--- src/design/ocp_pkg.sv ---
// ----------------------------------------------------------------------------
// ocp_pkg
// Shared types and constants of the orbit camera position unit.
// ----------------------------------------------------------------------------
package ocp_pkg;

	localparam int CFG_IDX_W  = 2;
	localparam int CFG_DATA_W = 23;
	localparam int DIST_W     = 23;
	localparam int STEP_W     = 12;
	localparam int PLIM_W     = 16;

	typedef enum logic [CFG_IDX_W-1:0] {
		REG_DIST = 2'd0,
		REG_STEP = 2'd1,
		REG_PMIN = 2'd2,
		REG_PMAX = 2'd3
	} ocp_reg_t;

	localparam logic [DIST_W-1:0]        DIST_RST = 23'd38400;
	localparam logic [STEP_W-1:0]        STEP_RST = 12'd313;
	localparam logic signed [PLIM_W-1:0] PMIN_RST = 16'sd0;
	localparam logic signed [PLIM_W-1:0] PMAX_RST = 16'sd12288;

	typedef struct packed {
		logic [DIST_W-1:0]        orbit_dist;
		logic [STEP_W-1:0]        step;
		logic signed [PLIM_W-1:0] pmin;
		logic signed [PLIM_W-1:0] pmax;
	} ocp_cfg_t;

	// CORDIC datapath: Q2.30 results, angles in 1/2^32 turn
	localparam int TRIG_W     = 32;
	localparam int CORDIC_W   = 34;
	localparam int ATAN_DEPTH = 24;
	localparam int ATAN_IW    = 5;

	localparam logic signed [CORDIC_W-1:0] CORDIC_GAIN = 34'sd652032874;

	localparam logic [31:0] ATAN_TURN [ATAN_DEPTH] = '{
		32'd536870912, 32'd316933406, 32'd167458907, 32'd85004756,
		32'd42667331,  32'd21354465,  32'd10679838,  32'd5340245,
		32'd2670163,   32'd1335087,   32'd667544,    32'd333772,
		32'd166886,    32'd83443,     32'd41722,     32'd20861,
		32'd10430,     32'd5215,      32'd2608,      32'd1304,
		32'd652,       32'd326,       32'd163,       32'd81
	};

	typedef struct packed {
		logic                     done;
		logic signed [TRIG_W-1:0] cos_v;
		logic signed [TRIG_W-1:0] sin_v;
	} ocp_trig_t;

	// shared multiplier: 25-bit signed by 32-bit signed
	localparam int MUL_A_W   = 25;
	localparam int PROD_W    = MUL_A_W + TRIG_W;
	localparam int RND_SHIFT = 30;
	localparam int TERM_W    = PROD_W - RND_SHIFT;
	localparam logic [PROD_W:0] RND_HALF = (PROD_W+1)'(1) << (RND_SHIFT - 1);

	localparam int QDEPTH = 2;

endpackage

--- src/design/ocp_fifo.sv ---
// ----------------------------------------------------------------------------
// ocp_fifo
// Short request queue between the front and the back end.
// ----------------------------------------------------------------------------
module ocp_fifo import ocp_pkg::*; #(
	parameter int WIDTH = 88
) (
	input  logic             clk,
	input  logic             arst_n,
	input  logic             wr_en,
	input  logic [WIDTH-1:0] wr_data,
	output logic             q_full,
	input  logic             rd_en,
	output logic [WIDTH-1:0] rd_data,
	output logic             q_empty
);

	localparam int PTR_W = (QDEPTH > 1) ? $clog2(QDEPTH) : 1;
	localparam int CNT_W = $clog2(QDEPTH + 1);

	logic [WIDTH-1:0] mem_q [QDEPTH];
	logic [PTR_W-1:0] wr_ptr_q;
	logic [PTR_W-1:0] rd_ptr_q;
	logic [CNT_W-1:0] count_q;
	logic             do_wr;
	logic             do_rd;

	assign q_full  = (count_q == CNT_W'(QDEPTH));
	assign q_empty = (count_q == '0);
	assign do_wr   = wr_en && !q_full;
	assign do_rd   = rd_en && !q_empty;
	assign rd_data = mem_q[rd_ptr_q];

	always_ff @(posedge clk or negedge arst_n) begin
		if (!arst_n) begin
			wr_ptr_q <= '0;
			rd_ptr_q <= '0;
			count_q  <= '0;
		end else begin
			if (do_wr) begin
				wr_ptr_q <= (wr_ptr_q == PTR_W'(QDEPTH - 1)) ? '0 : wr_ptr_q + 1'b1;
			end
			if (do_rd) begin
				rd_ptr_q <= (rd_ptr_q == PTR_W'(QDEPTH - 1)) ? '0 : rd_ptr_q + 1'b1;
			end
			if (do_wr && !do_rd) begin
				count_q <= count_q + 1'b1;
			end else if (do_rd && !do_wr) begin
				count_q <= count_q - 1'b1;
			end
		end
	end

	always_ff @(posedge clk) begin
		if (do_wr) begin
			mem_q[wr_ptr_q] <= wr_data;
		end
	end

endmodule

--- src/design/ocp_front.sv ---
// ----------------------------------------------------------------------------
// ocp_front
// Config registers, request intake and yaw/pitch update with pitch clamping and yaw wrap-around.
// ----------------------------------------------------------------------------
module ocp_front import ocp_pkg::*; #(
	parameter int ANGLE_BITS = 16,
	parameter int COORD_BITS = 24,
	localparam int ITEM_W    = 2 * ANGLE_BITS + 3 * COORD_BITS
) (
	input  logic                         clk,
	input  logic                         arst_n,
	input  logic                         cfg_valid,
	output logic                         cfg_ready,
	input  logic [CFG_IDX_W-1:0]         cfg_index,
	input  logic [CFG_DATA_W-1:0]        cfg_data,
	output ocp_cfg_t                     cfg,
	input  logic                         push,
	output logic                         full,
	input  logic                         key_up,
	input  logic                         key_down,
	input  logic                         key_left,
	input  logic                         key_right,
	input  logic signed [COORD_BITS-1:0] target_x,
	input  logic signed [COORD_BITS-1:0] target_y,
	input  logic signed [COORD_BITS-1:0] target_z,
	input  logic                         q_full,
	output logic                         q_push,
	output logic [ITEM_W-1:0]            q_data
);

	localparam int PW = ((ANGLE_BITS > PLIM_W) ? ANGLE_BITS : PLIM_W) + 2;
	localparam int YW = ANGLE_BITS + STEP_W;
	localparam logic [ANGLE_BITS-1:0] YAW_RST   = {1'b1, {(ANGLE_BITS-1){1'b0}}};
	localparam logic [ANGLE_BITS-1:0] PITCH_RST = ANGLE_BITS'(PMAX_RST);

	ocp_cfg_t                     cfg_q;
	logic [ANGLE_BITS-1:0]        yaw_q;
	logic signed [ANGLE_BITS-1:0] pitch_q;
	logic signed [PW-1:0]         step_s;
	logic signed [PW-1:0]         p_val;
	logic [YW-1:0]                y_val;
	logic [ANGLE_BITS-1:0]        yaw_next;
	logic [ANGLE_BITS-1:0]        pitch_next;

	assign cfg_ready = 1'b1;
	assign cfg       = cfg_q;
	assign full      = q_full;
	assign q_push    = push && !q_full;
	assign q_data    = {yaw_next, pitch_next, target_x, target_y, target_z};

	always_comb begin
		step_s = signed'(PW'(cfg_q.step));
		p_val  = PW'(pitch_q);
		if (key_up) begin
			p_val = p_val + step_s;
		end
		if (key_down) begin
			p_val = p_val - step_s;
		end
		if (p_val < PW'(cfg_q.pmin)) begin
			p_val = PW'(cfg_q.pmin);
		end
		if (p_val > PW'(cfg_q.pmax)) begin
			p_val = PW'(cfg_q.pmax);
		end
		pitch_next = p_val[ANGLE_BITS-1:0];

		y_val = YW'(yaw_q);
		if (key_left) begin
			y_val = y_val + YW'(cfg_q.step);
		end
		if (key_right) begin
			y_val = y_val - YW'(cfg_q.step);
		end
		yaw_next = y_val[ANGLE_BITS-1:0];
	end

	always_ff @(posedge clk or negedge arst_n) begin
		if (!arst_n) begin
			cfg_q.orbit_dist <= DIST_RST;
			cfg_q.step       <= STEP_RST;
			cfg_q.pmin       <= PMIN_RST;
			cfg_q.pmax       <= PMAX_RST;
			yaw_q            <= YAW_RST;
			pitch_q          <= PITCH_RST;
		end else begin
			if (cfg_valid) begin
				unique case (ocp_reg_t'(cfg_index))
					REG_DIST: cfg_q.orbit_dist <= cfg_data[DIST_W-1:0];
					REG_STEP: cfg_q.step <= cfg_data[STEP_W-1:0];
					REG_PMIN: cfg_q.pmin <= cfg_data[PLIM_W-1:0];
					REG_PMAX: cfg_q.pmax <= cfg_data[PLIM_W-1:0];
					default: ;
				endcase
			end
			if (q_push) begin
				yaw_q   <= yaw_next;
				pitch_q <= pitch_next;
			end
		end
	end

endmodule

--- src/design/ocp_cordic.sv ---
// ----------------------------------------------------------------------------
// ocp_cordic
// Iterative rotation-mode CORDIC, one micro-rotation per cycle.
// ----------------------------------------------------------------------------
module ocp_cordic import ocp_pkg::*; #(
	parameter int ANGLE_BITS = 16,
	parameter int TRIG_STEPS = 16
) (
	input  logic                  clk,
	input  logic                  arst_n,
	input  logic                  start,
	input  logic [ANGLE_BITS-1:0] angle,
	output ocp_trig_t             trig
);

	logic                       busy_q;
	logic                       done_q;
	logic                       flip_q;
	logic [ATAN_IW-1:0]         i_q;
	logic signed [CORDIC_W-1:0] x_q;
	logic signed [CORDIC_W-1:0] y_q;
	logic signed [CORDIC_W-1:0] z_q;
	logic [31:0]                a_turn;
	logic [31:0]                a_fold;
	logic                       flip;
	logic signed [CORDIC_W-1:0] x_sh;
	logic signed [CORDIC_W-1:0] y_sh;
	logic signed [CORDIC_W-1:0] atan_v;
	logic signed [CORDIC_W-1:0] x_out;
	logic signed [CORDIC_W-1:0] y_out;

	always_comb begin
		a_turn = {angle, {(32-ANGLE_BITS){1'b0}}};
		// fold into [-1/4, 1/4) turn with a half-turn flip
		flip   = a_turn[31] ^ a_turn[30];
		a_fold = {a_turn[31] ^ flip, a_turn[30:0]};
		x_sh   = x_q >>> i_q;
		y_sh   = y_q >>> i_q;
		atan_v = signed'(CORDIC_W'(ATAN_TURN[i_q]));
		x_out  = flip_q ? -x_q : x_q;
		y_out  = flip_q ? -y_q : y_q;
	end

	assign trig.done  = done_q;
	assign trig.cos_v = x_out[TRIG_W-1:0];
	assign trig.sin_v = y_out[TRIG_W-1:0];

	always_ff @(posedge clk or negedge arst_n) begin
		if (!arst_n) begin
			busy_q <= 1'b0;
			done_q <= 1'b0;
			i_q    <= '0;
		end else begin
			done_q <= 1'b0;
			if (start) begin
				busy_q <= 1'b1;
				i_q    <= '0;
			end else if (busy_q) begin
				if (i_q == ATAN_IW'(TRIG_STEPS - 1)) begin
					busy_q <= 1'b0;
					done_q <= 1'b1;
				end
				i_q <= i_q + 1'b1;
			end
		end
	end

	always_ff @(posedge clk) begin
		if (start) begin
			x_q    <= CORDIC_GAIN;
			y_q    <= '0;
			z_q    <= CORDIC_W'(signed'(a_fold));
			flip_q <= flip;
		end else if (busy_q) begin
			if (!z_q[CORDIC_W-1]) begin
				x_q <= x_q - y_sh;
				y_q <= y_q + x_sh;
				z_q <= z_q - atan_v;
			end else begin
				x_q <= x_q + y_sh;
				y_q <= y_q - x_sh;
				z_q <= z_q + atan_v;
			end
		end
	end

endmodule

--- src/design/ocp_back.sv ---
// ----------------------------------------------------------------------------
// ocp_back
// Sequencer: sine/cosine of pitch and yaw, four products on one multiplier,
// offset from target with saturation, result register.
// ----------------------------------------------------------------------------
module ocp_back import ocp_pkg::*; #(
	parameter int ANGLE_BITS = 16,
	parameter int COORD_BITS = 24,
	localparam int ITEM_W    = 2 * ANGLE_BITS + 3 * COORD_BITS
) (
	input  logic                         clk,
	input  logic                         arst_n,
	input  ocp_cfg_t                     cfg,
	input  logic                         q_empty,
	input  logic [ITEM_W-1:0]            q_data,
	output logic                         q_pop,
	output logic                         cord_start,
	output logic [ANGLE_BITS-1:0]        cord_angle,
	input  ocp_trig_t                    trig,
	output logic                         empty,
	input  logic                         pop,
	output logic signed [COORD_BITS-1:0] camera_x,
	output logic signed [COORD_BITS-1:0] camera_y,
	output logic signed [COORD_BITS-1:0] camera_z
);

	localparam int SW = ((COORD_BITS > TERM_W) ? COORD_BITS : TERM_W) + 1;

	typedef enum logic [3:0] {
		S_IDLE,
		S_PITCH,
		S_YAW,
		S_MUL_DC,
		S_MUL_DS,
		S_MUL_RS,
		S_MUL_RC,
		S_TERM,
		S_OUT
	} state_t;

	state_t                       state_q;
	logic                         out_valid_q;
	logic signed [COORD_BITS-1:0] cam_x_q;
	logic signed [COORD_BITS-1:0] cam_y_q;
	logic signed [COORD_BITS-1:0] cam_z_q;
	logic [ANGLE_BITS-1:0]        yaw_q;
	logic signed [COORD_BITS-1:0] tx_q;
	logic signed [COORD_BITS-1:0] ty_q;
	logic signed [COORD_BITS-1:0] tz_q;
	logic signed [TRIG_W-1:0]     cp_q;
	logic signed [TRIG_W-1:0]     sp_q;
	logic signed [TRIG_W-1:0]     cy_q;
	logic signed [TRIG_W-1:0]     sy_q;
	logic signed [PROD_W-1:0]     prod_q;
	logic signed [MUL_A_W-1:0]    r_q;
	logic signed [TERM_W-1:0]     x_term_q;
	logic signed [TERM_W-1:0]     y_term_q;
	logic signed [TERM_W-1:0]     z_term_q;
	logic signed [MUL_A_W-1:0]    d_ext;
	logic signed [MUL_A_W-1:0]    mul_a;
	logic signed [TRIG_W-1:0]     mul_b;
	logic signed [PROD_W-1:0]     prod_n;
	logic signed [TERM_W-1:0]     term_n;
	logic signed [SW-1:0]         x_sum;
	logic signed [SW-1:0]         y_sum;
	logic signed [SW-1:0]         z_sum;
	logic                         out_free;

	function automatic logic signed [TERM_W-1:0] round_term(
		input logic signed [PROD_W-1:0] p
	);
		logic [PROD_W:0] s;
		s = {p[PROD_W-1], p} + RND_HALF;
		return s[PROD_W-1:RND_SHIFT];
	endfunction

	function automatic logic [COORD_BITS-1:0] sat_coord(input logic signed [SW-1:0] v);
		logic ovf;
		ovf = (v[SW-1:COORD_BITS-1] != {(SW-COORD_BITS+1){v[SW-1]}});
		return ovf ? {v[SW-1], {(COORD_BITS-1){~v[SW-1]}}} : v[COORD_BITS-1:0];
	endfunction

	assign q_pop      = (state_q == S_IDLE) && !q_empty;
	assign cord_start = q_pop || ((state_q == S_PITCH) && trig.done);
	assign cord_angle = (state_q == S_IDLE) ? q_data[ITEM_W-ANGLE_BITS-1 -: ANGLE_BITS]
		: yaw_q;
	assign empty      = !out_valid_q;
	assign camera_x   = cam_x_q;
	assign camera_y   = cam_y_q;
	assign camera_z   = cam_z_q;
	assign out_free   = !out_valid_q || pop;

	always_comb begin
		d_ext = signed'(MUL_A_W'(cfg.orbit_dist));
		unique case (state_q)
			S_MUL_DC: begin
				mul_a = d_ext;
				mul_b = cp_q;
			end
			S_MUL_DS: begin
				mul_a = d_ext;
				mul_b = sp_q;
			end
			S_MUL_RS: begin
				mul_a = r_q;
				mul_b = sy_q;
			end
			default: begin
				mul_a = r_q;
				mul_b = cy_q;
			end
		endcase
		prod_n = mul_a * mul_b;
		term_n = round_term(prod_q);
		x_sum  = SW'(tx_q) - SW'(x_term_q);
		y_sum  = SW'(ty_q) - SW'(y_term_q);
		z_sum  = SW'(tz_q) + SW'(z_term_q);
	end

	always_ff @(posedge clk or negedge arst_n) begin
		if (!arst_n) begin
			state_q     <= S_IDLE;
			out_valid_q <= 1'b0;
		end else begin
			if (pop && out_valid_q) begin
				out_valid_q <= 1'b0;
			end
			unique case (state_q)
				S_IDLE: begin
					if (!q_empty) begin
						state_q <= S_PITCH;
					end
				end
				S_PITCH: begin
					if (trig.done) begin
						state_q <= S_YAW;
					end
				end
				S_YAW: begin
					if (trig.done) begin
						state_q <= S_MUL_DC;
					end
				end
				S_MUL_DC: state_q <= S_MUL_DS;
				S_MUL_DS: state_q <= S_MUL_RS;
				S_MUL_RS: state_q <= S_MUL_RC;
				S_MUL_RC: state_q <= S_TERM;
				S_TERM:   state_q <= S_OUT;
				S_OUT: begin
					if (out_free) begin
						out_valid_q <= 1'b1;
						state_q     <= S_IDLE;
					end
				end
				default: state_q <= S_IDLE;
			endcase
		end
	end

	always_ff @(posedge clk) begin
		if (q_pop) begin
			yaw_q <= q_data[ITEM_W-1 -: ANGLE_BITS];
			tx_q  <= q_data[3*COORD_BITS-1 -: COORD_BITS];
			ty_q  <= q_data[2*COORD_BITS-1 -: COORD_BITS];
			tz_q  <= q_data[COORD_BITS-1:0];
		end
		if (state_q == S_PITCH && trig.done) begin
			cp_q <= trig.cos_v;
			sp_q <= trig.sin_v;
		end
		if (state_q == S_YAW && trig.done) begin
			cy_q <= trig.cos_v;
			sy_q <= trig.sin_v;
		end
		prod_q <= prod_n;
		if (state_q == S_MUL_DS) begin
			r_q <= term_n[MUL_A_W-1:0];
		end
		if (state_q == S_MUL_RS) begin
			z_term_q <= term_n;
		end
		if (state_q == S_MUL_RC) begin
			x_term_q <= term_n;
		end
		if (state_q == S_TERM) begin
			y_term_q <= term_n;
		end
		if (state_q == S_OUT && out_free) begin
			cam_x_q <= sat_coord(x_sum);
			cam_y_q <= sat_coord(y_sum);
			cam_z_q <= sat_coord(z_sum);
		end
	end

endmodule

--- src/design/orbit_camera_position_unit.sv ---
// ----------------------------------------------------------------------------
// orbit_camera_position_unit
// Orbit camera: keys steer yaw and pitch, output is the camera position
// around the target point.
// ----------------------------------------------------------------------------
// Each request carries four key bits and a target point; the front end applies
// the keys to yaw and pitch in the cycle the request is taken and queues it in
// a two-entry queue, so push is taken every cycle until that queue fills. The
// back end then takes the requests one at a time: one shared CORDIC runs
// TRIG_STEPS micro-rotations for pitch and then for yaw, and one 25x32
// multiplier forms the four products in turn. Results wait in an output
// register until popped while the back end starts on the next request.
// Config writes are always ready and take effect at once.
module orbit_camera_position_unit import ocp_pkg::*; #(
	parameter int ANGLE_BITS = 16,
	parameter int COORD_BITS = 24,
	parameter int TRIG_STEPS = 16
) (
	input  logic                         clk,
	input  logic                         arst_n,
	input  logic                         cfg_valid,
	output logic                         cfg_ready,
	input  logic [CFG_IDX_W-1:0]         cfg_index,
	input  logic [CFG_DATA_W-1:0]        cfg_data,
	input  logic                         push,
	output logic                         full,
	input  logic                         key_up,
	input  logic                         key_down,
	input  logic                         key_left,
	input  logic                         key_right,
	input  logic signed [COORD_BITS-1:0] target_x,
	input  logic signed [COORD_BITS-1:0] target_y,
	input  logic signed [COORD_BITS-1:0] target_z,
	output logic                         empty,
	input  logic                         pop,
	output logic signed [COORD_BITS-1:0] camera_x,
	output logic signed [COORD_BITS-1:0] camera_y,
	output logic signed [COORD_BITS-1:0] camera_z
);

	localparam int ITEM_W = 2 * ANGLE_BITS + 3 * COORD_BITS;

	ocp_cfg_t              cfg;
	ocp_trig_t             trig;
	logic                  q_full;
	logic                  q_empty;
	logic                  q_push;
	logic                  q_pop;
	logic [ITEM_W-1:0]     q_wr_data;
	logic [ITEM_W-1:0]     q_rd_data;
	logic                  cord_start;
	logic [ANGLE_BITS-1:0] cord_angle;

	ocp_front #(
		.ANGLE_BITS(ANGLE_BITS),
		.COORD_BITS(COORD_BITS)
	) u_front (
		.clk       (clk),
		.arst_n    (arst_n),
		.cfg_valid (cfg_valid),
		.cfg_ready (cfg_ready),
		.cfg_index (cfg_index),
		.cfg_data  (cfg_data),
		.cfg       (cfg),
		.push      (push),
		.full      (full),
		.key_up    (key_up),
		.key_down  (key_down),
		.key_left  (key_left),
		.key_right (key_right),
		.target_x  (target_x),
		.target_y  (target_y),
		.target_z  (target_z),
		.q_full    (q_full),
		.q_push    (q_push),
		.q_data    (q_wr_data)
	);

	ocp_fifo #(
		.WIDTH(ITEM_W)
	) u_fifo (
		.clk     (clk),
		.arst_n  (arst_n),
		.wr_en   (q_push),
		.wr_data (q_wr_data),
		.q_full  (q_full),
		.rd_en   (q_pop),
		.rd_data (q_rd_data),
		.q_empty (q_empty)
	);

	ocp_cordic #(
		.ANGLE_BITS(ANGLE_BITS),
		.TRIG_STEPS(TRIG_STEPS)
	) u_cordic (
		.clk    (clk),
		.arst_n (arst_n),
		.start  (cord_start),
		.angle  (cord_angle),
		.trig   (trig)
	);

	ocp_back #(
		.ANGLE_BITS(ANGLE_BITS),
		.COORD_BITS(COORD_BITS)
	) u_back (
		.clk        (clk),
		.arst_n     (arst_n),
		.cfg        (cfg),
		.q_empty    (q_empty),
		.q_data     (q_rd_data),
		.q_pop      (q_pop),
		.cord_start (cord_start),
		.cord_angle (cord_angle),
		.trig       (trig),
		.empty      (empty),
		.pop        (pop),
		.camera_x   (camera_x),
		.camera_y   (camera_y),
		.camera_z   (camera_z)
	);

endmodule

--- config.mk ---
export PLATFORM = sky130hd
export DESIGN_NAME = orbit_camera_position_unit
export DESIGN_NICKNAME = d
export VERILOG_FILES = /design/src/design/ocp_pkg.sv /design/src/design/ocp_fifo.sv /design/src/design/ocp_front.sv /design/src/design/ocp_cordic.sv /design/src/design/ocp_back.sv /design/src/design/orbit_camera_position_unit.sv
export SDC_FILE = /design/constraint.sdc
export NUM_CORES = 2
export LEC_CHECK = 0
export BUFFER_PORTS_ARGS = -buffer_cell sky130_fd_sc_hd__buf_2
export CAP_MARGIN = 15
export CORE_ASPECT_RATIO = 0.9
export CORE_MARGIN = 2
export CORE_UTILIZATION = 45
export DETAILED_ROUTE_END_ITERATION = 8
export GPL_ROUTABILITY_DRIVEN = 0
export SYNTH_ARGS = -nofsm -noshare
export SYNTH_HDL_FRONTEND = slang
export SYNTH_HIERARCHICAL = 1
export SYNTH_SLANG_ARGS = --single-unit
--- constraint.sdc ---
create_clock -name clk -period 15.6 [get_ports clk]
set_clock_uncertainty 0.15 [all_clocks]
set_input_delay 3.12 -clock clk [delete_from_list [all_inputs] [get_ports clk]]
set_output_delay 3.12 -clock clk [all_outputs]
set_load 0.05 [all_outputs]
==> impl_metrics.json <==
{
  "yosysTopAreaCell": "edfxtp_1",
  "max_cap_violations": 0,
  "grt_overflow_total": 0,
  "wl_per_cell_um": 22.9,
  "cp.depth": 27,
  "synth.most_common_cell": "inv_1",
  "synth_nets": 9369,
  "grt_pass1_wl_um": 360000,
  "h-tree-depth": 3,
  "synth_fa_ha_area_share_pct": 27.3,
  "num_vias": 59700,
  "r2r_slack_ps": 4890,
  "synth-seq-cells": 848,
  "cts_resized": 0,
  "drive_above_1_share_pct": 11.8,
  "drv_slew": 0,
  "yosys.area_share.xor_xnor_pct": 4.45,
  "hpwl_um": 179000,
  "die_h_um": 405,
  "area_growth_pct": 7.10,
  "synth_compound_area_share_pct": 11.0,
  "cts_sinks": 848,
  "fmax_mhz": 93.3,
  "drt-pass1-iter-count": 6,
  "synth_top_family_by_area": "adder cells",
  "cp_num_buf_inv": 5,
  "async_flop_share_pct": 13.6,
  "core_area_mm2": 0.178,
  "portBuffers": 179,
  "slowest_delay_ps": 1020,
  "crit_type": "reg2reg",
  "synth_mux_area_share_pct": 7.75,
  "postCtsSetupBuffers": 0,
  "synth_area_leaders": "edfxtp_1 (23%), fa_1 (21%), ha_1 (6.7%)",
  "drcViolationCount": 0,
  "drt_iter0_drc": 5712,
  "arrival_ps": 11210,
  "critPathLaunch": "u_back/state_q[2]",
  "synth_cell_types": 136,
  "grt_max_degree": 72,
  "ant_nets": 0,
  "post-route-period-util_pct": 68.7,
  "grt_pass1_vias": 59700,
  "grt_antenna_before_repair": 15,
  "crit_family": "adder cells",
  "reg2reg_from": "u_back/state_q[2]",
  "clockRootBuffer": "clkbuf_16",
  "worstSetupStartpointType": "flop",
  "grt.total_usage_pct": 25.7,
  "synth_ff_type": "edfxtp_1",
  "die_w_um": 450,
  "cpMaxStageDelayCell": "fa_1",
  "slew_headroom_pct": 12.2,
  "synth_simple_gate_area_share_pct": 12.2,
  "drt_wl_total_um": 237000,
  "reg2reg_to": "u_back/prod_q[50]",
  "fp-row-count": 147,
  "syn_area_mm2": 0.0805,
  "tightest_slew_ps": 1310,
  "timing.critical_path.mode_cell": "fa_1",
  "finalSetupViolations": 0,
  "worstPathRequired_ps": 16100,
  "worstHoldPathCells": 2,
  "finalHoldViolCount": 0,
  "cts_tree": "yes",
  "avgSynthCellArea_um2": 10.1,
  "postSynthCellCount": 8003,
  "pin_count": 181,
  "clk_pin_slew_ps": 70,
  "start_util_pct": 45.2,
  "crit_end": "u_back/prod_q[50]",
  "final_nets": 9281,
  "yosysWarnings": 6,
  "vias_per_cell": 5.75,
  "synth_top_area_share_pct": 23.2,
  "finalCriticalPeriod_ps": 10710,
  "hold_buffers": 0,
  "numCtsBuffers": 91,
  "clk-insertion-delay-late_ps": 730,
  "dieArea_mm2": 0.182,
  "synthTopCellsByCount": "inv_1 (1045), fa_1 (828), nand2_1 (778), nor2_1 (760), edfxtp_1 (621)",
  "setup_tns_ps": 0,
  "grt_setup_unrepaired": "no",
  "end_kind": "flop",
  "r2r_cells": 27,
  "cp_max_fo": 58,
  "cts_buffer_depth": 3,
  "status": "finished clean",
  "hold_class": "reg2reg",
  "synth_edf_count": 621,
  "ys_seq_area_share_pct": 29.5
}
[worst register-to-register path, delay by kind of cell (launching register included)]
kind / cells / cell delay, ps
AO/OA/AOI/OAI: 6 / 1440
AND/OR/NAND/NOR: 7 / 2520
adder cells (fa/ha/maj): 8 / 4500
multiplexers: 1 / 220
buffers and inverters: 5 / 1120
flip-flops: 1 / 700
[through the flow]
step | cell area (µm²) | cells | utilization (%) | setup slack, ps | hold WS [ps]
finish | 86200 | 10400 | 48.4 | 4890 | 317
global route | 86200 | 10400 | 48.4 | 4290 | 351
CTS | 86200 | 10400 | 48.4 | 4920 | 318
detailed placement | 83100 | 10200 | 46.7 | 4980 | 303
global placement | 83100 | 10200 | 46.7 | 4960 | 294
floorplan | 80500 | 8003 | - | 5660 | 276
[sequential cells by signal (all words and copies together), names as in the netlist, 28 cells and up]
signal	flops
u_back/sp_q	32
u_back/sy_q	32
u_cordic/x_q	34
u_fifo/mem_q	208
u_back/cp_q	32
u_cordic/z_q	34
u_cordic/y_q	34
u_front/cfg	67
u_back/prod_q	28
u_back/cy_q	32
[worst min-delay path by stage]
| stage | from | endpoint | slack [ps] |
|---|---|---|---|
| after floorplan | u_cordic/z_q[11] | u_cordic/z_q[11] | 280 |
| after global placement | u_cordic/z_q[11] | u_cordic/z_q[11] | 290 |
| after detailed placement | u_cordic/z_q[15] | u_cordic/z_q[15] | 300 |
| after CTS | u_cordic/z_q[15] | u_cordic/z_q[15] | 320 |
| after global routing | u_cordic/z_q[11] | u_cordic/z_q[11] | 350 |
| final | u_cordic/z_q[15] | u_cordic/z_q[15] | 320 |
[layout by cell type, fill, tap and decap left out, types with 54 or more instances in the layout]
master	count
nor2b_1	54
o21ai_0	266
mux4_2	60
mux2_4	57
fa_1	828
mux2i_1	116
buf_4	97
nand3_1	80
buf_2	178
o21a_1	59
mux2_2	235
a31oi_1	59
inv_1	1045
nor3_1	60
nand2b_1	77
ha_1	432
edfxtp_1	621
nand2_1	778
nand4_1	63
a21o_1	152
dfxtp_1	112
a21oi_1	337
xnor2_1	266
clkbuf_16	93
xor2_1	136
nor2_1	754
dfrtp_1	94
[kinds of logic after synthesis]
group | after synthesis
DFF | 848
other | 1
muxes | 487
AOI/OAI and AO/OA | 1337
buffers and inverters | 1507
and+or+nand+nor | 2154
adders and majority gates | 1260
xor gates and xnor gates | 409
[area by class of cell]
type                       count  area (µm²)
antenna                        6        15.0
clock buffer                 114        2520
clock inverter                55         633
fill                       16600       91800
inverter                    1050        3940
multi-input combinational   5648       50700
sequential                   848       23800
tap                         2384        2980
timing repair buffer         276        1630
[routing by layer]
layer  wire length [µm]  share of wire (%)  global-route usage, %
met4               9450                4.0                   9.45
met1              98500                 41                   35.1
met3              21900                9.2                   5.39
met5                 34              0.014                      0
met2             107000                 45                   40.6
Power is not shown: default switching activity piles up to over one toggle a cycle in this logic, so the estimate is an artifact.
